--- config.mk ---
export PLATFORM = sky130hd
export DESIGN_NAME = gspe_ctrl
export DESIGN_NICKNAME = d
export VERILOG_FILES = /design/src/rtl/gspe_pkg.sv /design/src/rtl/gspe_ctrl.sv
export SDC_FILE = /design/constraint.sdc
export NUM_CORES = 1
export LEC_CHECK = 0
export BUFFER_PORTS_ARGS = -buffer_cell sky130_fd_sc_hd__clkbuf_2
export CORE_AREA = 2 2 39 41
export CTS_CLUSTER_SIZE = 28
export DETAILED_ROUTE_END_ITERATION = 7
export DIE_AREA = 0 0 41 43
export GPL_TIMING_DRIVEN = 1
export PLACE_DENSITY = 0.55
export SYNTH_ARGS = -nofsm -noshare
export SYNTH_HDL_FRONTEND = slang
export SYNTH_SLANG_ARGS = --single-unit
--- constraint.sdc ---
create_clock -name clk -period 1.1 [get_ports clk]
set_clock_uncertainty 0.15 [all_clocks]
set_input_delay 0.055 -clock clk [delete_from_list [all_inputs] [get_ports clk]]
set_output_delay 0.055 -clock clk [all_outputs]
set_load 0.01 [all_outputs]
--- src/rtl/gspe_pkg.sv ---
// ----------------------------------------------------------------------------
// gspe_pkg
// shared types and constants for the generational slot pool
// ----------------------------------------------------------------------------
package gspe_pkg;

  localparam int SLOTS = 256;
  localparam int IDX_W = $clog2(SLOTS);
  localparam int CNT_W = IDX_W + 1;
  localparam int GEN_W = 32;
  localparam int AA_W  = 24;

  typedef enum logic [1:0] {
    OP_SPAWN  = 2'd0,
    OP_LOOKUP = 2'd1,
    OP_REPORT = 2'd2,
    OP_EXPIRE = 2'd3
  } op_t;

  typedef enum logic [2:0] {
    ST_OK     = 3'd0,
    ST_NOREG  = 3'd1,
    ST_FULL   = 3'd2,
    ST_BAD    = 3'd3,
    ST_DEAD   = 3'd4
  } status_t;

  typedef enum logic [3:0] {
    S_IDLE, S_POP, S_GRANT, S_READ, S_CHECK,
    S_SCAN, S_SCAN_END, S_VSEL, S_EVICT, S_FIN
  } state_t;

  typedef struct packed {
    logic accept;
    logic grant;
    logic evict;
    logic check;
    logic scan;
    logic full;
    logic fin;
  } cmd_t;

  typedef struct packed {
    logic is_spawn;
    logic region_ok;
    logic idx_bad;
    logic full;
    logic cnt_last;
    logic found;
    logic out_free;
  } stat_t;

endpackage

--- src/rtl/gspe_ctrl.sv ---
// ----------------------------------------------------------------------------
// gspe_ctrl
// request sequencer for the slot pool
// ----------------------------------------------------------------------------
module gspe_ctrl (
  input  logic           clk,
  input  logic           rst,
  input  logic           s_tvalid,
  output logic           s_tready,
  input  gspe_pkg::stat_t stat,
  output gspe_pkg::cmd_t  cmd
);

  gspe_pkg::state_t state, state_next;

  always_ff @(posedge clk) begin
    if (rst) begin
      state <= gspe_pkg::S_IDLE;
    end else begin
      state <= state_next;
    end
  end

  always_comb begin
    state_next = state;
    unique case (state)
      gspe_pkg::S_IDLE: begin
        if (s_tvalid) begin
          if (stat.is_spawn) begin
            if (!stat.region_ok) state_next = gspe_pkg::S_FIN;
            else if (stat.full) state_next = gspe_pkg::S_SCAN;
            else state_next = gspe_pkg::S_POP;
          end else begin
            state_next = stat.idx_bad ? gspe_pkg::S_FIN : gspe_pkg::S_READ;
          end
        end
      end
      gspe_pkg::S_POP:      state_next = gspe_pkg::S_GRANT;
      gspe_pkg::S_GRANT:    state_next = gspe_pkg::S_FIN;
      gspe_pkg::S_READ:     state_next = gspe_pkg::S_CHECK;
      gspe_pkg::S_CHECK:    state_next = gspe_pkg::S_FIN;
      gspe_pkg::S_SCAN:     if (stat.cnt_last) state_next = gspe_pkg::S_SCAN_END;
      gspe_pkg::S_SCAN_END: state_next = gspe_pkg::S_VSEL;
      gspe_pkg::S_VSEL:     state_next = stat.found ? gspe_pkg::S_EVICT : gspe_pkg::S_FIN;
      gspe_pkg::S_EVICT:    state_next = gspe_pkg::S_FIN;
      gspe_pkg::S_FIN:      if (stat.out_free) state_next = gspe_pkg::S_IDLE;
      default:              state_next = gspe_pkg::S_IDLE;
    endcase
  end

  always_comb begin
    cmd      = '0;
    s_tready = 1'b0;
    unique case (state)
      gspe_pkg::S_IDLE: begin
        s_tready   = 1'b1;
        cmd.accept = s_tvalid;
      end
      gspe_pkg::S_GRANT: cmd.grant = 1'b1;
      gspe_pkg::S_EVICT: begin
        cmd.grant = 1'b1;
        cmd.evict = 1'b1;
      end
      gspe_pkg::S_CHECK: cmd.check = 1'b1;
      gspe_pkg::S_SCAN:  cmd.scan = 1'b1;
      gspe_pkg::S_VSEL:  cmd.full = !stat.found;
      gspe_pkg::S_FIN:   cmd.fin = stat.out_free;
      default: ;
    endcase
  end

endmodule

==> results of run 1 <==
-- stage by stage --
stage / hold slack [ns] / instances
finish: 0.00311 / 106
global route: -0.000826 / 106
CTS: -0.0138 / 106
detailed placement: 0.115 / 92
global placement: 0.113 / 92
floorplan: -0.0330 / 52
-- layer usage --
metal | share of wire | global-route usage
met1 | 0.40 | 0.211
met2 | 0.54 | 0.294
met3 | 0.047 | 0.0838
met4 | 0.019 | 0.0733
met5 | 0 | 0
-- power by group through the flow --
| stage | combinational [mW] | sequential, mW | clock (mW) |
|---|---|---|---|
| 2_1_floorplan | 0.623 | 0.266 | 0 |
| 3_3_place_gp | 0.890 | 0.287 | 0 |
| 3_5_place_dp | 0.902 | 0.289 | 0 |
| 4_1_cts | 1.21 | 0.266 | 0.188 |
| 5_1_grt | 1.38 | 0.273 | 0.199 |
| 6_report | 1.29 | 0.268 | 0.179 |
-- path summary, 6_finish.rpt --
check / start / end / slack (ns)
worst max-delay path: state[1] / cmd[5] / -0.37
worst min-delay path: rst / state[1] / 0.003
worst max register to register: state[1] / state[2] / -0.31
worst min register to register: state[3] / state[3] / 0.55
-- what timing repair did --
action	4_1_cts	5_1_grt
buffers inserted	9	0
pin swaps	8	3
endpoints found under the setup margin	12	12
gates resized for setup	20	15
hold endpoints to repair	3	2
-- Yosys cell counts --
master     n
dfxtp_1    4
o211a_1    1
a21boi_1   1
a2bb2oi_1  1
and2_1     1
nor2_1     4
o21ai_0    1
nor3b_1    3
xnor2_1    1
a221oi_1   1
a211oi_2   1
a211o_1    1
nor3_2     1
and2_2     1
nor3_1     7
a21oi_1    1
and4_1     1
nand2_1    2
buf_2      4
inv_1      1
nor4_1     1
and3_1     1
o21bai_1   3
nor2b_1    1
mux2i_1    1
nand2b_1   3
a31oi_1    1
nor4b_1    3
-- area by class of cell --
cell class / count / area (µm²) / area share
clock buffer: 3 / 22.5 / 0.0256
tap: 16 / 20.0 / 0.0227
multi-input combinational: 43 / 435 / 0.494
inverter: 1 / 3.75 / 0.00426
timing repair buffer: 39 / 304 / 0.345
sequential: 4 / 95.1 / 0.108
-- cells by family after synthesis --
family	count (synthesis)	share of synthesized area
buf+inv	5	0.0603
xor+xnor	1	0.0222
compound gates	12	0.241
mux	1	0.0254
simple gates	29	0.448
flops	4	0.203
-- worst register-to-register path, stage by stage (launching register included) --
cell	delay, ns
dfxtp_4	0.37
buf_4	0.14
nor3_4	0.05
buf_4	0.13
a211o_1	0.29
nor3_2	0.19
==> flow_summary_export.csv, run 1 <==
group,metric,value,unit
timing,worst_pin_slew,0.243,ns
die,fp.dieH,43,µm
worst_setup_path,path_depth,5,
clock_tree,cts_tree,"built",
routing,viasPerCell,5.24,
clock_tree,ctsHoldBuffers,2,
timing,setup_viol,12,
global_routing,grt_start_max_net_pins,11,
timing,hold_violations,0,
run_status,status,"complete, but fails checks",
logic_synthesis,syn-num-nets,62,
timing,finalMaxSlewViolations,0,
placement,numPortBuffers,17,
worst_setup_path,cp_cell_sequence,"buf_12, buf_4, xnor2_1, nor3_1, buf_2",
power,power_switching,0.665,mW
layout,reg_top3,"state (4)",
layout,mostFrequentLayoutCell,"buf_4",
die,die_area,1760,µm²
logic_synthesis,synth_area_per_cell,7.58,µm²
worst_setup_path,slowest_stage,"dfxtp_4",
timing,rsz0062_at_grt,"true",
power,ir_drop,0.967,mV
global_routing,gr-usage-all-layers,0.187,
run_status,violations,"setup timing",
worst_setup_path,cp_max_fo,3,
global_routing,grt_pass1_vias,535,
layout,drive_above_1_share,0.767,
power,power_density,1970,nW/µm²
worst_setup_path,end_kind,"output port",
clock_tree,clk_pin_slew,0.03,ns
layout,top_register,"state",
routing,routed_wl,1.41,mm
placement,post-place-ws,-0.230,ns
clock_tree,clock_latency,0.23,ns
power,clkPwrFrac,0.103,
power,p_total,1.74,mW
clock_tree,numCtsBuffers,3,
power,power_switching_share,0.383,
layout,layout_common_cells,"buf_4 (15), clkbuf_2 (9), buf_2 (6)",
layout,nNetsFinal,102,
die,io_pins,18,
placement,place_area,646,µm²
routing,drc,0,
layout,syn2layout_area_growth,123,%
die,start_util,0.285,
power,power_frac_comb,0.742,
routing,avgRoutedWirePerCell,13.3,µm
timing,fmax,0.681,GHz
logic_synthesis,netlist_area,394,µm²
clock_tree,cts_root_buf,"clkbuf_4",
timing,tns,-3.62,ns
global_routing,grt_pass1_wl,2.19,mm
global_routing,antenna_found_initial,0,
global_routing,grt_overflow,0,
worst_setup_path,required,0.89,ns
worst_setup_path,critical_path_class,"reg2out",
worst_setup_path,rr_worst_depth,5,
worst_setup_path,cp_top_family,"buffers and inverters",
die,core,1380,µm²
logic_synthesis,ys_warn_count,0,
worst_hold_path,min_path_cells,3,
logic_synthesis,synth_seq_cells,4,
clock_tree,cts.sinks,4,
timing,fin_crit_sh,1.34,
worst_setup_path,path_buf_inv,3,
logic_synthesis,yosys.area.top_type,"dfxtp_1",
logic_synthesis,syn_inst,52,
power,seqPwrFrac,0.154,
logic_synthesis,yosysUniqueCellTypes,28,
routing,drtPass1Iterations,4,
logic_synthesis,synth_top_area_frac,0.203,
routing,ant_nets,0,
layout,fin_area,881,µm²
die,die_x,41,µm
worst_setup_path,arrival,1.26,ns
logic_synthesis,yosysSeqAreaShare,0.203,
timing,fin_crit,1.47,ns
logic_synthesis,synthTopCellsByArea,"dfxtp_1 (20%), nor3_1 (8.9%), nor4b_1 (6.7%)",
placement,gp_congestion,0.804,
layout,diodes,0,
routing,vias,555,
layout,postLayoutCoreUtil,0.637,
placement,hpwl,893,µm
worst_setup_path,max_stage_delay,0.35,ns
run,max-cap-violations,0,
timing,fin_ws,-0.369,ns
clock_tree,htree_levels,1,
worst_setup_path,start_kind,"register",
layout,num-fill-cells,118,
die,rows,14,
power,p_leak,0.412,nW
layout,largest_reg_flops,4,
routing,drt_iter0_drc,6,
power,power.internal,1.07,mW
worst_hold_path,min_path_type,"in2reg",
clock_tree,max-clock-path-buffers,2,
timing,worst_slew_margin_rel,0.838,
(Power assumes the default switching activity.)
==> run 2, diff against run 1 <==
--- a/config.mk
+++ b/config.mk
@@ -5,13 +5,13 @@
 export SDC_FILE = /design/constraint.sdc
 export NUM_CORES = 1
 export LEC_CHECK = 0
-export BUFFER_PORTS_ARGS = -buffer_cell sky130_fd_sc_hd__clkbuf_2
 export CORE_AREA = 2 2 39 41
 export CTS_CLUSTER_SIZE = 28
 export DETAILED_ROUTE_END_ITERATION = 7
 export DIE_AREA = 0 0 41 43
+export DONT_BUFFER_PORTS = 1
 export GPL_TIMING_DRIVEN = 1
-export PLACE_DENSITY = 0.55
+export PLACE_DENSITY = 0.43
 export SYNTH_ARGS = -nofsm -noshare
 export SYNTH_HDL_FRONTEND = slang
 export SYNTH_SLANG_ARGS = --single-unit
==> run 2 against run 1 <==
The flow finishes with violations (hold timing, setup timing). Core utilization increased by 2.4 points. Sequential power up 18%. Die area unchanged. Worst setup slack improved by 0.0050 ns. Non-clock buffer count down 7. Power up 12%. Sequential cell count stayed put. Global-route usage is 2.4 points higher. Register-to-register slack lost 0.05 ns. Largest cell class unchanged. First-iteration DRC count down 17%. Maximum frequency up 0.34%. Via count decreased by 2.9%.
==> flow_summary_export.csv, run 2 (same netlist as run 1, synthesis figures left out) <==
group,metric,value,unit
clock_tree,htree_levels,1,
routing,viasPerCell,5.44,
worst_setup_path,arrival,1.26,ns
placement,hpwl,940,µm
timing,whs,-0.0492,ns
routing,drt_iter0_drc,5,
layout,drive_above_1_share,0.771,
worst_setup_path,critical_path_class,"reg2out",
layout,top_register,"state",
timing,fin_crit_sh,1.33,
worst_setup_path,cp_max_fo,4,
timing,worst_slew_margin_rel,0.828,
run_status,status,"complete, but fails checks",
layout,nNetsFinal,95,
die,core,1380,µm²
layout,syn2layout_area_growth,132,%
routing,drtPass1Iterations,4,
layout,mostFrequentLayoutCell,"buf_6",
run_status,violations,"hold timing, setup timing",
timing,fin_crit,1.46,ns
global_routing,grt_start_max_net_pins,8,
die,fp.dieH,43,µm
clock_tree,cts_root_buf,"clkbuf_4",
die,die_area,1760,µm²
worst_setup_path,slowest_stage,"dfxtp_4",
layout,diodes,0,
worst_hold_path,min_path_cells,3,
die,die_x,41,µm
timing,hold_violations,2,
die,rows,14,
timing,worst_pin_slew,0.257,ns
clock_tree,cts_tree,"built",
layout,largest_reg_flops,4,
routing,avgRoutedWirePerCell,16.5,µm
clock_tree,clk_pin_slew,0.05,ns
worst_setup_path,rrSetupSlack,-0.36,ns
layout,fin_area,915,µm²
worst_setup_path,cp_cell_sequence,"nor3_4, and2_4, buf_6, buf_6",
layout,postLayoutCoreUtil,0.661,
clock_tree,max-clock-path-buffers,2,
clock_tree,numCtsBuffers,3,
timing,fmax,0.683,GHz
die,start_util,0.285,
placement,gp_congestion,0.803,
run,max-cap-violations,0,
global_routing,grt_pass1_wl,2.44,mm
worst_setup_path,required,0.89,ns
power,p_leak,0.383,nW
placement,post-place-ws,-0.223,ns
worst_setup_path,max_stage_delay,0.36,ns
worst_setup_path,path_buf_inv,2,
global_routing,antenna_found_initial,0,
power,power_density,2130,nW/µm²
timing,setup_viol,12,
routing,drc,0,
worst_setup_path,timing.rr.end,"state[3]",
clock_tree,cts.sinks,4,
timing,finalMaxSlewViolations,0,
placement,placedCellCount,83,
global_routing,gr-usage-all-layers,0.212,
die,io_pins,18,
worst_setup_path,end_kind,"output port",
routing,routed_wl,1.64,mm
power,ir_drop,1.12,mV
worst_setup_path,rr_worst_depth,5,
clock_tree,clock_latency,0.25,ns
layout,stdcell_count,99,
worst_setup_path,path_depth,4,
worst_setup_path,start_kind,"register",
clock_tree,ctsHoldBuffers,3,
layout,reg_top3,"state (4)",
worst_hold_path,min_path_type,"in2reg",
routing,vias,539,
routing,ant_nets,0,
placement,numPortBuffers,0,
worst_setup_path,r2r_start,"state[2]",
worst_setup_path,cp_top_family,"simple AND/OR/NAND/NOR gates",
worst_hold_path,hp-start,"stat[0]",
worst_setup_path,crit_top_cell,"buf_6",
placement,place_area,596,µm²
global_routing,grt_overflow,0,
timing,rsz0062_at_grt,"true",
layout,layout_common_cells,"buf_6 (16), buf_4 (13), nor3_2 (5)",
worst_hold_path,min_to,"state[3]",
global_routing,grt_pass1_vias,559,
timing,fin_ws,-0.364,ns
run 2: cell types whose count changed in the layout (fill, tap and decap cells not counted), sizes merged:
cell,change
clkbuf,-9
buf,+1
dlygate4sd3,+1
run 2: worst max path at each step:
stage	endpoint	from	slack (ns)
finish	cmd[4]	state[2]	-0.36
detailed placement	state[3]	state[0]	-0.22
floorplan	cmd[6]	state[1]	-0.12
global placement	state[2]	state[1]	-0.20
CTS	cmd[6]	state[1]	-0.33
global route	state[3]	state[2]	-0.43
run 2: power breakdown:
group / internal, mW / switching (mW) / total [mW]
Sequential: 0.209 / 0.109 / 0.317
Clock: 0.123 / 0.0754 / 0.199
Combinational: 0.841 / 0.592 / 1.43
Total: 1.17 / 0.776 / 1.95
run 2: worst min-delay path, stage by stage:
cell	delay [ns]
nor4b_2	0.02
a21oi_1	0.17
a211oi_2	0.05
run 2: per-layer routing:
| layer | routed length (µm) | global-route usage | part of all wire | vias to the layer above |
|---|---|---|---|---|
| met5 | 0 | 0 | 0 | - |
| met4 | 10 | 0.100 | 0.0061 | 0 |
| met3 | 79 | 0.0314 | 0.048 | 2 |
| met2 | 871 | 0.359 | 0.53 | 15 |
| met1 | 675 | 0.240 | 0.41 | 260 |
| li1 | - | - | - | 262 |
run 2: cell type report:
cell class / count / area (µm²)
clock buffer: 3 / 22.5
fill: 112 / 469
inverter: 1 / 3.75
multi-input combinational: 43 / 465
sequential: 4 / 95.1
tap: 16 / 20.0
timing repair buffer: 32 / 308
run 2: repair_timing:
action                     CTS  global route
setup buffers                7             3
gates resized for setup     24            20
pin swaps                   12            10
hold endpoints to repair     4             2
setup endpoints to repair   12            12
run 2: per-stage QoR:
step | setup TNS (ns) | power (mW)
2_1_floorplan | -0.353 | 0.888
3_3_place_gp | -1.24 | 1.18
3_5_place_dp | -1.43 | 1.21
4_1_cts | -3.01 | 1.71
5_1_grt | -3.72 | 2.06
6_report | -3.12 | 1.95
==> run 3, diff against run 2 <==
--- a/config.mk
+++ b/config.mk
@@ -12,6 +12,7 @@
 export DONT_BUFFER_PORTS = 1
 export GPL_TIMING_DRIVEN = 1
 export PLACE_DENSITY = 0.43
+export REMOVE_ABC_BUFFERS = 1
 export SYNTH_ARGS = -nofsm -noshare
 export SYNTH_HDL_FRONTEND = slang
 export SYNTH_SLANG_ARGS = --single-unit
==> run 3 against run 2 <==
The run still ends with hold timing, setup timing left. Power down 14%. Sequential cell count unchanged. Via count down 8.7%. Routed wire length down 14%. Critical path type unchanged. Critical endpoint is now cmd[5]. Largest cell class unchanged.
==> flow_summary_export.csv, run 3 (same netlist as run 1, synthesis figures left out) <==
group,metric,value,unit
timing,tns,-2.87,ns
global_routing,grtUsageMet1,0.227,
clock_tree,clk_pin_slew,0.04,ns
placement,placedCellCount,79,
power,ir_drop,1.36,mV
layout,stdcell_count,92,
run_status,status,"complete, but fails checks",
worst_setup_path,cp_cell_sequence,"buf_8, xnor2_1, nor3_1, buf_4",
clock_tree,numCtsBuffers,3,
global_routing,grt_use_met2,0.316,
layout,nNetsFinal,88,
timing,setup_viol,12,
clock_tree,cts_tree,"built",
placement,gp_congestion,0.779,
layout,mostFrequentLayoutCell,"buf_4",
global_routing,grt_overflow,0,
die,start_util,0.285,
worst_setup_path,required,0.89,ns
worst_setup_path,path_buf_inv,2,
worst_setup_path,critical_path_class,"reg2out",
global_routing,grt_pass1_wl,2.27,mm
routing,ant_nets,0,
clock_tree,cts.sinks,4,
timing,hold_violations,2,
clock_tree,max-clock-path-buffers,2,
placement,numPortBuffers,0,
routing,drt_iter0_drc,2,
worst_hold_path,min_path_type,"in2reg",
run_status,violations,"hold timing, setup timing",
routing,routed_wl,1.42,mm
worst_setup_path,cp_top_family,"flip-flops",
placement,hpwl,831,µm
layout,syn2layout_area_growth,105,%
timing,fin_crit,1.39,ns
routing,vias,492,
timing,worst_slew_margin_rel,0.771,
die,die_area,1760,µm²
timing,worst_pin_slew,0.339,ns
worst_setup_path,rr_worst_depth,5,
clock_tree,htree_levels,1,
routing,avgRoutedWirePerCell,15.4,µm
timing,fin_ws,-0.294,ns
die,die_x,41,µm
worst_hold_path,min_to,"state[3]",
global_routing,grt_pass1_vias,520,
worst_setup_path,timing.rr.end,"state[3]",
global_routing,top_usage_layer,"met2",
worst_setup_path,r2r_start,"state[0]",
global_routing,gr-usage-all-layers,0.196,
timing,fmax,0.717,GHz
timing,fin_crit_sh,1.27,
die,io_pins,18,
layout,layout_common_cells,"buf_4 (11), buf_6 (9), nor3_4 (4), dfxtp_4 (4)",
routing,drc,0,
worst_setup_path,end_kind,"output port",
routing,viasPerCell,5.35,
run,max-cap-violations,0,
layout,largest_reg_flops,4,
power,power_density,2070,nW/µm²
worst_hold_path,min_path_cells,3,
global_routing,grt_start_max_net_pins,9,
worst_hold_path,hp-start,"stat[0]",
global_routing,antenna_found_initial,0,
clock_tree,cts_root_buf,"clkbuf_4",
layout,diodes,0,
power,p_leak,0.330,nW
die,fp.dieH,43,µm
routing,drtPass1Iterations,2,
clock_tree,ctsHoldBuffers,3,
global_routing,grt_use_met3,0.0314,
worst_setup_path,start_kind,"register",
worst_setup_path,max_stage_delay,0.37,ns
placement,post-place-ws,-0.253,ns
worst_setup_path,slowest_stage,"dfxtp_4",
timing,rsz0062_at_grt,"true",
worst_setup_path,rrSetupSlack,-0.28,ns
layout,top_register,"state",
worst_setup_path,cp_max_fo,6,
layout,reg_top3,"state (4)",
timing,whs,-0.0574,ns
layout,drive_above_1_share,0.671,
die,core,1380,µm²
timing,finalMaxSlewViolations,0,
clock_tree,clock_latency,0.24,ns
die,rows,14,
worst_setup_path,arrival,1.19,ns
run 3: layer usage:
metal / vias up / wire (µm)
met5: - / 0
met4: 0 / 35
met3: 4 / 47
met2: 12 / 755
met1: 230 / 578
li1: 246 / -
run 3: per-stage QoR:
step	instance area (µm²)	total power, mW	utilization
global placement	507	0.975	0.366
detailed placement	507	0.971	0.366
CTS	782	1.61	0.565
global route	810	1.77	0.585
finish	810	1.68	0.585
floorplan	374	0.674	-
run 3: layout make-up:
type	count	area, µm²
multi-input cells	43	424
flip-flops and latches	4	95.1
inverters	1	3.75
well taps	16	20.0
repair buffers	25	244
clock buffers	3	22.5
fillers	125	574
run 3: where the power goes:
part,internal (mW),switching [mW],total [mW]
registers,0.208,0.0756,0.284
clock network,0.122,0.0643,0.187
logic,0.691,0.514,1.21
total,1.02,0.654,1.68
run 3: worst reg2reg max path: cells and delay by family, from the launching register on:
family                 cells  cell delay, ns
and+or+nand+nor            2            0.42
AOI/OAI and AO/OA          2            0.23
buffers and inverters      1            0.12
DFF                        1            0.37
run 3: timing repair:
action,CTS,global route
setup endpoints to repair,12,12
resized for setup,41,6
hold endpoints to repair,4,1
pin swaps,19,6
cloned,0,0
setup buffers,7,0
run 3: worst max-delay path by stage:
| stage | start | to | cells past startpoint |
|---|---|---|---|
| 2_1_floorplan | state[2] | state[3] | 4 |
| 3_3_place_gp | state[2] | state[3] | 5 |
| 3_5_place_dp | state[2] | state[3] | 4 |
| 4_1_cts | state[0] | cmd[6] | 3 |
| 5_1_grt | state[0] | cmd[6] | 3 |
| 6_report | state[1] | cmd[5] | 4 |
